### src/hw/rtl/tcc_pkg.sv
`timescale 1ns / 1ps
`default_nettype none
// ----------------------------------------------------------------------------
// tcc_pkg
// Shared types, codes and reset values of the text console cursor block.
// ----------------------------------------------------------------------------
package tcc_pkg;

  // Field widths.
  localparam int unsigned CharW = 8;
  localparam int unsigned PosW  = 11;
  localparam int unsigned CurW  = 12;
  localparam int unsigned DataW = 32;
  localparam int unsigned AddrW = 4;

  // Depth of the result queue; a power of two, at least 2.
  localparam int unsigned QueueDepthDef = 4;

  // Register reset values.
  localparam logic [PosW-1:0] WidthRst  = 11'd480;
  localparam logic [PosW-1:0] HeightRst = 11'd854;

  // Character codes with a meaning of their own.
  localparam logic [CharW-1:0] CharNul   = 8'h00;
  localparam logic [CharW-1:0] CharBs    = 8'h08;
  localparam logic [CharW-1:0] CharLf    = 8'h0A;
  localparam logic [CharW-1:0] CharSpace = 8'h20;

  typedef enum logic [1:0] {
    REG_WIDTH    = 2'd0,
    REG_HEIGHT   = 2'd1,
    REG_BIG_FONT = 2'd2,
    REG_DOUBLE   = 2'd3
  } reg_idx_e;

  typedef enum logic [0:0] {
    CMD_DRAW   = 1'b0,
    CMD_SCROLL = 1'b1
  } cmd_e;

  typedef struct packed {
    logic [PosW-1:0] screen_width;
    logic [PosW-1:0] screen_height;
    logic            big_font;
    logic            double_scale;
  } cfg_t;

  typedef struct packed {
    cmd_e             command;
    logic [PosW-1:0]  pos_x;
    logic [PosW-1:0]  pos_y;
    logic [CharW-1:0] glyph;
    logic             last;
  } result_t;

  // Up to two results produced by one request, in order.
  typedef struct packed {
    logic [1:0]       num;
    result_t [1:0]    res;
  } push_t;

endpackage
`default_nettype wire

### src/hw/rtl/tcc_cfg.sv
`timescale 1ns / 1ps
`default_nettype none
// ----------------------------------------------------------------------------
// tcc_cfg
// APB register file holding screen size and font settings.
// ----------------------------------------------------------------------------
module tcc_cfg (
  input  wire logic                         clk_i,
  input  wire logic                         rst_ni,
  input  wire logic                         psel,
  input  wire logic                         penable,
  input  wire logic                         pwrite,
  input  wire logic [tcc_pkg::AddrW-1:0]    paddr,
  input  wire logic [tcc_pkg::DataW-1:0]    pwdata,
  output logic      [tcc_pkg::DataW-1:0]    prdata,
  output logic                              pready,
  output tcc_pkg::cfg_t                     cfg_o
);

  tcc_pkg::cfg_t      cfg_q, cfg_d;
  tcc_pkg::reg_idx_e  idx;
  logic               wr_en;

  assign idx    = tcc_pkg::reg_idx_e'(paddr[3:2]);
  assign wr_en  = psel && penable && pwrite;
  assign pready = 1'b1;
  assign cfg_o  = cfg_q;

  always_comb begin
    cfg_d = cfg_q;
    if (wr_en) begin
      unique case (idx)
        tcc_pkg::REG_WIDTH:    cfg_d.screen_width  = pwdata[tcc_pkg::PosW-1:0];
        tcc_pkg::REG_HEIGHT:   cfg_d.screen_height = pwdata[tcc_pkg::PosW-1:0];
        tcc_pkg::REG_BIG_FONT: cfg_d.big_font      = pwdata[0];
        tcc_pkg::REG_DOUBLE:   cfg_d.double_scale  = pwdata[0];
        default:               cfg_d = cfg_q;
      endcase
    end
  end

  always_comb begin
    unique case (idx)
      tcc_pkg::REG_WIDTH:
        prdata = {{(tcc_pkg::DataW-tcc_pkg::PosW){1'b0}}, cfg_q.screen_width};
      tcc_pkg::REG_HEIGHT:
        prdata = {{(tcc_pkg::DataW-tcc_pkg::PosW){1'b0}}, cfg_q.screen_height};
      tcc_pkg::REG_BIG_FONT:
        prdata = {{(tcc_pkg::DataW-1){1'b0}}, cfg_q.big_font};
      tcc_pkg::REG_DOUBLE:
        prdata = {{(tcc_pkg::DataW-1){1'b0}}, cfg_q.double_scale};
      default: prdata = '0;
    endcase
  end

  always_ff @(posedge clk_i or negedge rst_ni) begin
    if (!rst_ni) begin
      cfg_q.screen_width  <= tcc_pkg::WidthRst;
      cfg_q.screen_height <= tcc_pkg::HeightRst;
      cfg_q.big_font      <= 1'b0;
      cfg_q.double_scale  <= 1'b0;
    end else begin
      cfg_q <= cfg_d;
    end
  end

endmodule
`default_nettype wire

### src/hw/rtl/tcc_step.sv
`timescale 1ns / 1ps
`default_nettype none
// ----------------------------------------------------------------------------
// tcc_step
// Input register, cursor registers and the per-character cursor update.
// ----------------------------------------------------------------------------
module tcc_step (
  input  wire logic                         clk_i,
  input  wire logic                         rst_ni,
  input  wire logic                         in_valid_i,
  output logic                              in_stall_o,
  input  wire logic [tcc_pkg::CharW-1:0]    char_code_i,
  input  wire tcc_pkg::cfg_t                cfg_i,
  input  wire logic                         room_i,
  output tcc_pkg::push_t                    push_o
);

  localparam int unsigned CurW    = tcc_pkg::CurW;
  localparam int unsigned PosW    = tcc_pkg::PosW;
  localparam int unsigned CharW_L = tcc_pkg::CharW;

  logic                       vld_q;
  logic [tcc_pkg::CharW-1:0]  char_q;
  logic [CurW-1:0]            cx_q, cx_d, cy_q, cy_d;
  logic                       fire, take;

  logic [4:0]                 cw;
  logic [5:0]                 ch;
  logic [PosW-1:0]            row_top, col_end;
  logic signed [CurW:0]       lim;
  logic                       scroll, wrap, has_draw;
  logic [CurW-1:0]            cx_s, cy_s, dx, dy, cx_adv;
  logic [CharW_L-1:0]         glyph;
  tcc_pkg::result_t           scr_res, drw_res;

  // The held character is processed once the queue can take two results.
  assign fire       = vld_q && room_i;
  assign in_stall_o = vld_q && !room_i;
  assign take       = in_valid_i && !in_stall_o;

  always_comb begin
    cw = cfg_i.big_font ? 5'd8 : 5'd6;
    ch = cfg_i.big_font ? 6'd16 : 6'd8;
    if (cfg_i.double_scale) begin
      cw = {cw[3:0], 1'b0};
      ch = {ch[4:0], 1'b0};
    end
    row_top = (cfg_i.screen_height >= PosW'(ch)) ? cfg_i.screen_height - PosW'(ch) : '0;
    col_end = (cfg_i.screen_width >= PosW'(cw)) ? cfg_i.screen_width - PosW'(cw) : '0;
    lim     = $signed({2'b00, cfg_i.screen_width}) - $signed({8'd0, cw});

    // A cursor below the last full row is pulled back and a scroll goes out, except on a NUL.
    scroll = cy_q > {1'b0, row_top};
    cx_s   = scroll ? '0 : cx_q;
    cy_s   = scroll ? {1'b0, row_top} : cy_q;

    cx_d     = cx_s;
    cy_d     = cy_s;
    dx       = cx_s;
    dy       = cy_s;
    glyph    = char_q;
    has_draw = 1'b0;
    cx_adv   = cx_s + CurW'(cw);
    wrap     = 1'b0;

    case (char_q)
      tcc_pkg::CharNul: begin
        scroll = 1'b0;
        cx_d   = cx_q;
        cy_d   = cy_q;
      end
      tcc_pkg::CharLf: begin
        cx_d = '0;
        cy_d = cy_s + CurW'(ch);
      end
      tcc_pkg::CharBs: begin
        has_draw = 1'b1;
        glyph    = tcc_pkg::CharSpace;
        if (cx_s >= CurW'(cw)) begin
          cx_d = cx_s - CurW'(cw);
        end else begin
          cx_d = {1'b0, col_end};
          cy_d = (cy_s >= CurW'(ch)) ? cy_s - CurW'(ch) : '0;
        end
        // The erase goes to the cell the cursor has just stepped back to.
        dx = cx_d;
        dy = cy_d;
      end
      default: begin
        has_draw = 1'b1;
        // Big font wraps past the last cell start, small font already on it.
        if (cfg_i.big_font) begin
          wrap = $signed({1'b0, cx_adv}) > lim;
        end else begin
          wrap = $signed({1'b0, cx_adv}) >= lim;
        end
        cx_d = wrap ? '0 : cx_adv;
        cy_d = wrap ? cy_s + CurW'(ch) : cy_s;
      end
    endcase

    scr_res.command = tcc_pkg::CMD_SCROLL;
    scr_res.pos_x   = '0;
    scr_res.pos_y   = '0;
    scr_res.glyph   = '0;
    scr_res.last    = !has_draw;

    // A draw starting at or beyond the right edge lands at the start of the next row.
    drw_res.command = tcc_pkg::CMD_DRAW;
    if (dx >= {1'b0, cfg_i.screen_width}) begin
      drw_res.pos_x = '0;
      drw_res.pos_y = PosW'(dy + CurW'(ch));
    end else begin
      drw_res.pos_x = dx[PosW-1:0];
      drw_res.pos_y = dy[PosW-1:0];
    end
    drw_res.glyph = glyph;
    drw_res.last  = 1'b1;

    push_o.res[0] = scroll ? scr_res : drw_res;
    push_o.res[1] = drw_res;
    push_o.num    = fire ? (2'({1'b0, scroll}) + 2'({1'b0, has_draw})) : 2'd0;
  end

  always_ff @(posedge clk_i or negedge rst_ni) begin
    if (!rst_ni) begin
      vld_q <= 1'b0;
      cx_q  <= '0;
      cy_q  <= '0;
    end else begin
      if (take) begin
        vld_q <= 1'b1;
      end else if (fire) begin
        vld_q <= 1'b0;
      end
      if (fire) begin
        cx_q <= cx_d;
        cy_q <= cy_d;
      end
    end
  end

  always_ff @(posedge clk_i) begin
    if (take) begin
      char_q <= char_code_i;
    end
  end

endmodule
`default_nettype wire

### src/hw/rtl/tcc_resq.sv
`timescale 1ns / 1ps
`default_nettype none
// ----------------------------------------------------------------------------
// tcc_resq
// Result queue: takes up to two results per cycle, hands out one per cycle unless stalled.
// ----------------------------------------------------------------------------
module tcc_resq #(
  parameter int unsigned Depth = tcc_pkg::QueueDepthDef
) (
  input  wire logic          clk_i,
  input  wire logic          rst_ni,
  input  wire tcc_pkg::push_t push_i,
  output logic               room_o,
  output logic               out_valid_o,
  input  wire logic          out_stall_i,
  output tcc_pkg::result_t   head_o
);

  localparam int unsigned PtrW = $clog2(Depth);
  localparam int unsigned CntW = $clog2(Depth + 1);

  tcc_pkg::result_t   mem_q [Depth];
  logic [PtrW-1:0]    wr_ptr_q, wr_ptr_d, rd_ptr_q, rd_ptr_d;
  logic [CntW-1:0]    cnt_q, cnt_d;
  logic               pop;

  assign out_valid_o = cnt_q != '0;
  assign pop         = out_valid_o && !out_stall_i;
  assign room_o      = cnt_q <= CntW'(Depth - 2);
  assign head_o      = mem_q[rd_ptr_q];

  always_comb begin
    wr_ptr_d = wr_ptr_q + PtrW'(push_i.num);
    rd_ptr_d = rd_ptr_q + PtrW'(pop);
    cnt_d    = cnt_q + CntW'(push_i.num) - CntW'(pop);
  end

  always_ff @(posedge clk_i or negedge rst_ni) begin
    if (!rst_ni) begin
      wr_ptr_q <= '0;
      rd_ptr_q <= '0;
      cnt_q    <= '0;
    end else begin
      wr_ptr_q <= wr_ptr_d;
      rd_ptr_q <= rd_ptr_d;
      cnt_q    <= cnt_d;
    end
  end

  always_ff @(posedge clk_i) begin
    if (push_i.num != 2'd0) begin
      mem_q[wr_ptr_q] <= push_i.res[0];
    end
    if (push_i.num == 2'd2) begin
      mem_q[wr_ptr_q + PtrW'(1)] <= push_i.res[1];
    end
  end

endmodule
`default_nettype wire

### src/hw/rtl/text_console_cursor.sv
`timescale 1ns / 1ps
`default_nettype none
// ----------------------------------------------------------------------------
// text_console_cursor
// Turns a character stream into glyph draw and scroll requests.
// ----------------------------------------------------------------------------
//   Channel   Direction  Handshake                 Payload
//   input     in         in_valid_i / in_stall_o   char_code_i
//   output    out        out_valid_o / out_stall_i command, pos_x, pos_y, glyph, last
//   config    in         APB psel/penable/pwrite   paddr, pwdata, prdata
//
// One character per cycle while the input is not stalled: a request enters the
// input register, and the cursor update then pushes its zero to two results
// into the queue once two entries are free. The output port drains one result
// per cycle while not stalled, so characters that both scroll and draw outpace it.
// Reset clears the cursor to the top-left cell and loads the default screen.
// An output stall fills the queue, and input stalls once fewer than two
// entries are free.
// ----------------------------------------------------------------------------
module text_console_cursor #(
  parameter int unsigned QueueDepth = tcc_pkg::QueueDepthDef
) (
  input  wire logic                         clk_i,
  input  wire logic                         rst_ni,
  input  wire logic                         in_valid_i,
  output logic                              in_stall_o,
  input  wire logic [tcc_pkg::CharW-1:0]    char_code_i,
  output logic                              out_valid_o,
  input  wire logic                         out_stall_i,
  output logic                              command_o,
  output logic      [tcc_pkg::PosW-1:0]     pos_x_o,
  output logic      [tcc_pkg::PosW-1:0]     pos_y_o,
  output logic      [tcc_pkg::CharW-1:0]    glyph_o,
  output logic                              last_o,
  input  wire logic                         psel,
  input  wire logic                         penable,
  input  wire logic                         pwrite,
  input  wire logic [tcc_pkg::AddrW-1:0]    paddr,
  input  wire logic [tcc_pkg::DataW-1:0]    pwdata,
  output logic      [tcc_pkg::DataW-1:0]    prdata,
  output logic                              pready
);

  tcc_pkg::cfg_t     cfg;
  tcc_pkg::push_t    push;
  tcc_pkg::result_t  head;
  logic              room;

  tcc_cfg u_cfg (
    .clk_i   (clk_i),
    .rst_ni  (rst_ni),
    .psel    (psel),
    .penable (penable),
    .pwrite  (pwrite),
    .paddr   (paddr),
    .pwdata  (pwdata),
    .prdata  (prdata),
    .pready  (pready),
    .cfg_o   (cfg)
  );

  tcc_step u_step (
    .clk_i       (clk_i),
    .rst_ni      (rst_ni),
    .in_valid_i  (in_valid_i),
    .in_stall_o  (in_stall_o),
    .char_code_i (char_code_i),
    .cfg_i       (cfg),
    .room_i      (room),
    .push_o      (push)
  );

  tcc_resq #(
    .Depth (QueueDepth)
  ) u_resq (
    .clk_i       (clk_i),
    .rst_ni      (rst_ni),
    .push_i      (push),
    .room_o      (room),
    .out_valid_o (out_valid_o),
    .out_stall_i (out_stall_i),
    .head_o      (head)
  );

  assign command_o = head.command;
  assign pos_x_o   = head.pos_x;
  assign pos_y_o   = head.pos_y;
  assign glyph_o   = head.glyph;
  assign last_o    = head.last;

endmodule
`default_nettype wire

### config.mk
export PLATFORM = sky130hd
export DESIGN_NAME = text_console_cursor
export DESIGN_NICKNAME = d
export VERILOG_FILES = /design/src/hw/rtl/tcc_pkg.sv /design/src/hw/rtl/tcc_cfg.sv /design/src/hw/rtl/tcc_step.sv /design/src/hw/rtl/tcc_resq.sv /design/src/hw/rtl/text_console_cursor.sv
export SDC_FILE = /design/constraint.sdc
export NUM_CORES = 1
export LEC_CHECK = 0
export ABC_AREA = 1
export BUFFER_PORTS_ARGS = -buffer_cell sky130_fd_sc_hd__buf_2
export CORE_MARGIN = 3
export CORE_UTILIZATION = 55
export CTS_CLUSTER_SIZE = 40
export DETAILED_ROUTE_END_ITERATION = 10
export PLACE_DENSITY_LB_ADDON = 0.15
export SYNTH_ARGS = -nofsm -noshare
export SYNTH_HDL_FRONTEND = slang
export SYNTH_SLANG_ARGS = --single-unit
export TNS_END_PERCENT = 20
### constraint.sdc
create_clock -name clk_i -period 6.6 [get_ports clk_i]
set_input_delay 0.66 -clock clk_i [delete_from_list [all_inputs] [get_ports clk_i]]
set_output_delay 0.66 -clock clk_i [all_outputs]
set_load 0.03 [all_outputs]
==> qor.json <==
{
  "grtUsageTotal_pct": 27.5,
  "postLayoutCoreUtil_pct": 67.0,
  "buffer_levels_on_the_longest_clock_path": 2,
  "cp_slowest_stage_delay_ps": 410,
  "critPathCaptureType": "flop",
  "placementRows": 53,
  "via_count_of_the_routed_design": 10773,
  "worst_setup_path_start_kind": "flop",
  "synth.area.mux_share_pct": 0.0818,
  "sequential_area_share_after_synthesis_pct": 44.3,
  "path_delay_family": "simple AND/OR/NAND/NOR gates",
  "route.final.wire_length_um": 34300,
  "grt_max_degree": 67,
  "detail_route.vias_per_cell": 5.69,
  "synth_edf_count": 128,
  "cp.arrival_ps": 6580,
  "most_common_flop_cell_mapped_by_yosys": "edfxtp_1",
  "setup.worst_path.class": "flop to flop",
  "regToRegSetupSlack_ps": 200,
  "numCtsBuffers": 17,
  "cts-htree-levels": 4,
  "antenna_left": 0,
  "share_of_the_synthesized_area_in_compound_gates_ao_oa_aoi_oai_pct": 14.0,
  "cts_sinks": 192,
  "final_layout_size_suffix_gt1_share_pct": 22.3,
  "mostFrequentLayoutCells": "263 x nor2_1, 214 x nand2_1, 148 x inv_1",
  "fp.coreArea_um2": 21400,
  "initial_core_util_pct": 57.1,
  "synth.yosys.warnings": 0,
  "reg2regPathDepth": 54,
  "crit_path_frequent_cell": "nand2_2",
  "synth-adder-area-share_pct": 7.67,
  "final_max_slew_viol_count": 0,
  "global_route.overflow_total": 0,
  "critical_path.n_buffers_inverters": 14,
  "postSynthRegisterBits": 192,
  "global_route_wire_length_before_repair_um": 52100,
  "grt_pass1_vias": 9971,
  "die_x_um": 155,
  "crit_fanout": 8,
  "crit-reg2reg-capture": "u_resq.mem_q[1][12]",
  "post-dp-hpwl_um": 23500,
  "setup_viol_count_final": 0,
  "worst_path_max_delay_cell": "dfrtp_1",
  "finalClockSkew_ps": 19.9,
  "design.portCount": 118,
  "hold_viol_final": 0,
  "area.growth.synth_to_final_pct": 17.4,
  "netlist_area_pre_place_um2": 12200,
  "cts_tree": "built",
  "cts.reportedPaths.clkPinSlew_ps": 90,
  "antenna_found_initial": 0,
  "synth_simple_gate_area_share_pct": 23.1,
  "reg2reg_from": "u_cfg.cfg_o[1]",
  "clock_tree.root_cell": "clkbuf_16",
  "floorplan.die.height_um": 155,
  "commonest_non_fill_non_tap_cell_in_the_layout": "nor2_1",
  "worstSkewPairLatency_ps": 460,
  "drv_cap": 0,
  "netlist_instances": 1489,
  "final_min_period_over_clock_period_pct": 97.0,
  "worst_pin_slew_ps": 1080,
  "period_needed_ps": 6400,
  "cts.hold.buffers_added": 0,
  "routed_wire_length_per_instance_um": 18.1,
  "drcViolationCount": 0,
  "worst_hold_path_type": "input port to asynchronous set/reset pin",
  "synth_async_sr_flop_share_pct": 29.2,
  "drt_first_pass_iters": 5,
  "outcome": "complete, no violations",
  "diodes": 0,
  "slew-limit-headroom_pct": 27.8,
  "io_buffer_count": 72,
  "finalNetCount": 1728,
  "yosys.area_share.xor_xnor_pct": 2.13,
  "floorplan.die_area_um2": 24100,
  "placedCellCount": 1839,
  "finish.cell_count_without_fillers": 1893,
  "synth_top_family_by_area": "simple AND/OR/NAND/NOR gates",
  "worst-endpoint-required_ps": 6780,
  "drtIter0Drc": 908,
  "achievable-frequency_mhz": 156,
  "place.gp.congestion": 0.924,
  "netlist-cell-type-count": 63,
  "post_synth.cell_area_avg_um2": 8.22
}
==> metrics by stage <==
stage | area [µm²] | setup slack, ps | hold WS (ps) | setup TNS [ps]
after floorplan | 12300 | -20.1 | 364 | -80.3
after global placement | 13100 | 138 | 444 | 0
after detailed placement | 13100 | -30.6 | 448 | -101
after CTS | 13700 | -7.80 | 378 | -12.3
after global routing | 14400 | -139 | 377 | -6800
final | 14400 | 199 | 344 | 0
==> registers in the layout (all words and copies together) (netlist names) <==
register	cells
u_step.char_q	8
u_step.cx_q	12
u_cfg.cfg_o	24
u_resq.cnt_q	3
u_resq.mem_q	128
u_step.vld_q	1
u_resq.rd_ptr_q	2
u_resq.wr_ptr_q	2
u_step.cy_q	12
==> what timing repair did <==
action / CTS / global route
endpoints found under the setup margin: 20 / 97
cloned: 0 / 2
pin swaps: 1 / 51
buffers inserted: 0 / 20
resized for setup: 8 / 115
==> worst max path at each step <==
stage / startpoint / end / slack (ps) / cells after the start
after floorplan: u_cfg.cfg_o[1] / u_resq.mem_q[0][18] / -20 / 58
after global placement: u_cfg.cfg_o[0] / u_resq.mem_q[1][12] / 140 / 49
after detailed placement: u_cfg.cfg_o[1] / u_resq.mem_q[1][12] / -30 / 47
after CTS: u_cfg.cfg_o[1] / u_resq.mem_q[1][12] / -8 / 46
after global routing: u_cfg.cfg_o[1] / u_step.cy_q[7] / -140 / 49
final: u_cfg.cfg_o[1] / u_resq.mem_q[1][12] / 200 / 54
==> routing by layer <==
metal	vias to the layer above	wire, µm	global-route usage (%)
met3	75	2370	4.34
met4	0	922	8.75
li1	5174	-	-
met1	5096	14300	36.1
met5	-	0	0
met2	428	16800	47.0
==> logic make-up after synthesis <==
logic type	count (synthesis)
adder cells (fa/ha/maj)	72
XOR/XNOR	28
flip-flops	192
AO/OA/AOI/OAI	302
other	2
AND/OR/NAND/NOR	644
multiplexers	1
buffers and inverters	248
==> cell type report <==
| class | count | area (µm²) |
|---|---|---|
| Fill cell | 1772 | 7060 |
| Multi-Input combinational cell | 1071 | 6320 |
| Sequential cell | 192 | 5420 |
| Timing Repair Buffer | 145 | 968 |
| Inverter | 178 | 684 |
| Clock buffer | 17 | 425 |
| Tap cell | 275 | 344 |
| Clock inverter | 15 | 195 |
==> Yosys cell counts (3+ instances only) <==
master / count / area (µm²)
nand4_1: 14 / 87.6
o22ai_1: 45 / 282
a31oi_1: 14 / 87.6
edfxtp_1: 128 / 3840
xnor2_1: 3 / 26.3
ha_1: 67 / 838
clkinv_1: 7 / 26.3
nor2_1: 275 / 1030
nor2_2: 12 / 75.1
nand3_2: 7 / 70.1
xor2_1: 23 / 201
buf_4: 23 / 173
dfrtp_1: 46 / 1150
buf_6: 3 / 33.8
nand2_2: 12 / 75.1
o21ai_1: 16 / 80.1
nor2_4: 3 / 33.8
dfstp_2: 10 / 263
a21oi_1: 51 / 255
o21bai_1: 3 / 22.5
o21ai_0: 139 / 696
clkbuf_1: 39 / 146
nand3_1: 48 / 240
inv_2: 10 / 37.5
o211ai_1: 5 / 37.5
nand2_4: 10 / 113
o21ai_2: 9 / 78.8
inv_1: 160 / 601
nor3_1: 6 / 30.0
fa_1: 5 / 100
nand2_1: 239 / 897
dfxtp_1: 8 / 160
o21a_1: 5 / 37.5
and2_1: 3 / 18.8
Power is not shown: default switching activity piles up to over one toggle a cycle in this logic, so the estimate is an artifact.
